===== config.mk =====
export PLATFORM = sky130hd
export DESIGN_NAME = cbr_ctrl
export DESIGN_NICKNAME = d
export VERILOG_FILES = /design/src/rtl/cbr_pkg.sv /design/src/rtl/cbr_ctrl.sv
export SDC_FILE = /design/constraint.sdc
export NUM_CORES = 1
export LEC_CHECK = 0
export BUFFER_PORTS_ARGS = -buffer_cell sky130_fd_sc_hd__clkbuf_2
export CAP_MARGIN = 0
export CORE_AREA = 2 2 39 41
export DETAILED_ROUTE_END_ITERATION = 16
export DIE_AREA = 0 0 41 43
export PLACE_DENSITY_LB_ADDON = 0.25
export SYNTH_ARGS = -nofsm -noshare
export SYNTH_HDL_FRONTEND = slang
export SYNTH_SLANG_ARGS = --single-unit

===== constraint.sdc =====
create_clock -name clk -period 1.2 [get_ports clk]
set_input_delay 0.18 -clock clk [delete_from_list [all_inputs] [get_ports clk]]
set_output_delay 0.18 -clock clk [all_outputs]
set_load 0.005 [all_outputs]

===== src/rtl/cbr_pkg.sv =====
// Shared types and constants for the streaming convolution block.
// Used by cbr_ctrl, cbr_dp and conv2d_bias_relu_stream; depends on nothing.
package cbr_pkg;

    // Input item kinds.
    localparam logic [1:0] KIND_WEIGHT = 2'd0;
    localparam logic [1:0] KIND_BIAS   = 2'd1;
    localparam logic [1:0] KIND_PIXEL  = 2'd2;

    // Configuration register indexes and reset values.
    localparam logic       CFG_FRAC_SHIFT  = 1'b0;
    localparam logic       CFG_RELU_ENABLE = 1'b1;
    localparam logic [3:0] FRAC_SHIFT_RST  = 4'd8;
    localparam logic       RELU_ENABLE_RST = 1'b1;

    // Commands from the controller to the datapath.
    typedef struct packed {
        logic take;   // an input item is accepted this cycle
        logic cap;    // the item is a pixel: hold it and read the line store
        logic shift;  // shift the window, update the line store and position
        logic issue;  // start one multiply of the current tap
        logic emit;   // finish the current filter into the output register
    } cmd_t;

    // Status from the datapath to the controller.
    typedef struct packed {
        logic win_full;     // the current position completes a full window
        logic tap_last;     // the tap being issued is the last of the kernel
        logic filter_last;  // the filter being finished is the last one
        logic pipe_busy;    // products are still in flight
        logic out_free;     // the output register can take a result
    } stat_t;

endpackage


===== src/rtl/cbr_ctrl.sv =====
// Controller state machine for the streaming convolution block.
// Depends on cbr_pkg for the command and status structs.
module cbr_ctrl (
    input  logic               clk,
    input  logic               rst_n,
    input  logic               in_valid,
    input  logic [1:0]         kind,
    input  cbr_pkg::stat_t     stat,
    output logic               in_stall,
    output cbr_pkg::cmd_t      cmd
);
    import cbr_pkg::*;

    typedef enum logic [4:0] {
        S_IDLE  = 5'b00001,
        S_SHIFT = 5'b00010,
        S_MAC   = 5'b00100,
        S_DRAIN = 5'b01000,
        S_EMIT  = 5'b10000
    } state_t;

    state_t state_reg;
    state_t state_next;

    always_comb
    begin
        state_next = state_reg;
        cmd        = '0;
        in_stall   = (state_reg != S_IDLE);
        unique case (state_reg)
            S_IDLE:
            begin
                cmd.take = in_valid;
                if (in_valid && (kind == KIND_PIXEL))
                begin
                    cmd.cap    = 1'b1;
                    state_next = S_SHIFT;
                end
            end
            S_SHIFT:
            begin
                cmd.shift  = 1'b1;
                state_next = stat.win_full ? S_MAC : S_IDLE;
            end
            S_MAC:
            begin
                cmd.issue = 1'b1;
                if (stat.tap_last)
                begin
                    state_next = S_DRAIN;
                end
            end
            S_DRAIN:
            begin
                if (!stat.pipe_busy)
                begin
                    state_next = S_EMIT;
                end
            end
            S_EMIT:
            begin
                if (stat.out_free)
                begin
                    cmd.emit   = 1'b1;
                    state_next = stat.filter_last ? S_IDLE : S_MAC;
                end
            end
            default:
            begin
                state_next = S_IDLE;
            end
        endcase
    end

    always_ff @(posedge clk or negedge rst_n)
    begin
        if (!rst_n)
        begin
            state_reg <= S_IDLE;
        end
        else
        begin
            state_reg <= state_next;
        end
    end

    // A result is only finished into a free output register.
    assert property (@(posedge clk) disable iff (!rst_n) cmd.emit |-> stat.out_free)
        else $error("emit into a busy output register");

    // A filter is finished only once all its products have been summed.
    assert property (@(posedge clk) disable iff (!rst_n) cmd.emit |-> !stat.pipe_busy)
        else $error("emit with products in flight");

    // The window shifts only right after a pixel was captured.
    assert property (@(posedge clk) disable iff (!rst_n) cmd.shift |-> $past(cmd.cap))
        else $error("shift without a captured pixel");

    // The last filter of a pixel returns the block to accepting items.
    assert property (@(posedge clk) disable iff (!rst_n)
        (cmd.emit && stat.filter_last) |=> !in_stall)
        else $error("block did not return to idle after the last filter");

endmodule


==> run metrics <==
DR WL met3 43 µm; Power Density 1300 nW/µm²; antenna violations before repair 0; post-synthesis cell area 370 µm²; maximum fanout along the worst path 5; largest net degree at the start of global routing 6; Tmin final 1420 ps; fin util 0.501; Vias/cell 4.72; I/O pin cnt 16; failing checks negative setup slack; metal2 WL 652 µm; R2R setup slack -210 ps; final wirelength 1.11 mm; RR Startpoint state_reg[0]; Die X 41 µm; gr ovfl total 0; status finished, violations left; Worst-Margin Slew 238 ps; Rows 14; CP Cell Sequence nand3_4 -> nor4_2 -> buf_2; final period utilization 1.18; Layout area overhead 87.2%; Hold Path Class primary input to register; fin area 693 µm²; maxcap violations 0; NumNets Final 87; total track usage 0.156; unrepaired setup endpoints after global routing true; Clock Pin Slew Worst Setup and Hold Paths 40 ps; final setup margin -216 ps; total of warnings raised by yosys 0; Post-Layout Cell Count 92; DR pass1 iterations 4; M1 wire length 418 µm; DP HPWL 749 µm; Top Metal Used met3; slowest stage cell, crit path dfstp_2; ANT nets after route 0; Fmax 706 MHz; Placed Cells 79; antenna diode count 0; # port buffers 15; cells after synthesis 41; DRT iter0 DRCs 4; Vias 434; core area 1380 µm²; initial core utilization 0.268; Worst Setup Start Kind register; max incr delay on CP 610 ps; top cells by area, synth dfrtp_1 27%, dfstp_2 7.1%, inv_1 6.1%, o211ai_4 5.7%, nand3b_4 5.4%; max reg flops 5; Worst slew margin 0.841; first-pass GRT wire length 1.79 mm; die height 43 µm; share of cells above drive strength 1 0.658; register area 128 µm²; area of the multi-input gates 284 µm²; FILL cells 142; share of the synthesized area in the top cell type 0.270; Critical Path Sink Type output port; final hold vios 0; clk buf depth 2; CTS Root Cell clkbuf_4; H-tree Lvls 1; Setup Skew 2.11 ps; RD Place Congestion 0.775; delay-heaviest family, CP flip-flops; Required @ worst endpoint 1020 ps; R2R Path End state_reg[0]; hold depth 2; Final Setup Violations 11; Pleak 0.377 nW; CP Class register to output port; TritonCTS clock tree done; fin. max-slew vios 0; Hold Path Origin stat[0]; # DRC 0; sequential fraction of the synthesis area 0.341; biggest area consumer among synthesized cells dfrtp_1; clk_lat worst skew 240 ps; dpl cell area 519 µm²; maximum vdd drop 0.838 mV; CP Data Arrival Time 1240 ps; Sink Count 5; DIE AREA 1760 µm²; Hold Path Sink state_reg[4]; cts bufs inserted 3; Bufs and invs on worst path 1; drt wl/cell 12.1 µm; syn_area_per_cell 9.03 µm²; R2R depth 6; FF+latch count, synth 5; Yosys cell types 24; vias in the first global route 460; Syn Nets 51
-- cell type report --
type / instances / share of cell area
timing repair buffer: 31 / 0.307
clock buffer: 4 / 0.0379
multi-input combinational: 30 / 0.410
sequential: 5 / 0.184
inverter: 6 / 0.0325
tap: 16 / 0.0289
-- cell families after synthesis --
kind of cell / share of synthesized area
AND/OR/NAND/NOR: 0.375
buffers and inverters: 0.0608
flip-flops: 0.341
XOR/XNOR: 0.0237
AO/OA/AOI/OAI: 0.199
-- worst max-delay path by stage --
| stage | from | endpoint | slack, ps | cells past startpoint |
|---|---|---|---|---|
| detailed placement | state_reg[0] | cmd[3] | -110 | 3 |
| finish | state_reg[0] | cmd[3] | -220 | 3 |
| CTS | state_reg[0] | cmd[3] | -240 | 3 |
| global route | state_reg[0] | cmd[3] | -280 | 3 |
| floorplan | state_reg[1] | state_reg[4] | -20 | 4 |
| global placement | state_reg[0] | cmd[3] | -90 | 3 |
-- layout by cell type (no fill, tap or decap), types with 2 or more instances in the layout --
| cell | instances |
|---|---|
| dfrtp_1 | 3 |
| inv_1 | 6 |
| clkbuf_2 | 14 |
| clkbuf_4 | 3 |
| nor3_1 | 2 |
| a2bb2oi_2 | 2 |
| buf_6 | 4 |
| buf_4 | 11 |
| nand3b_1 | 2 |
| nor2_2 | 3 |
-- timing repair --
item,in CTS,in global routing
endpoints found under the setup margin,11,11
endpoints found under the hold margin,5,0
setup buffers,7,1
pin swaps,8,3
hold buffers,1,0
gates resized for setup,15,3
-- power breakdown --
| group | leakage (nW) | switching [W] | internal [W] |
|---|---|---|---|
| clock network | 0.0150 | 0.0000635 | 0.000125 |
| registers | 0.0645 | 0.0000419 | 0.000202 |
| logic | 0.298 | 0.000180 | 0.000289 |
-- worst reg2reg max path: cells and delay by family (launching register included) --
| family | cells | cell delay [ps] |
|---|---|---|
| simple gates | 2 | 250 |
| flops | 1 | 610 |
| buf+inv | 3 | 340 |
| compound gates | 1 | 150 |
-- stage by stage --
step           TNS (ps)  total power [W]  worst slack [ps]  hold WS, ps
2_1_floorplan     -28.7         0.000390             -24.2         -116
3_3_place_gp       -347         0.000496             -88.7        0.988
3_5_place_dp       -440         0.000500              -112         3.06
4_1_cts           -1980         0.000879              -235          219
5_1_grt           -2660         0.000966              -280          237
6_report          -1970         0.000903              -216          220
-- cell usage after synthesis (all sizes together) --
library cell  n
inv           6
dfrtp         4
nor2          4
nor3          4
nand3b        3
o21ai         3
a2bb2oi       2
nand3         2
o211ai        2
a31oi         1
and3b         1
dfstp         1
nand2         1
nand2b        1
nand4b        1
nor3b         1
nor4          1
o22ai         1
or3           1
xor2          1
-- metal layers --
metal  track usage  vias to the layer above
li1              -                      218
met1         0.164                      203
met2         0.259                       13
met3        0.0314                        0
met4         0.100                        0
met5             0                        -
Note: power is estimated with default switching activity, not from simulation.
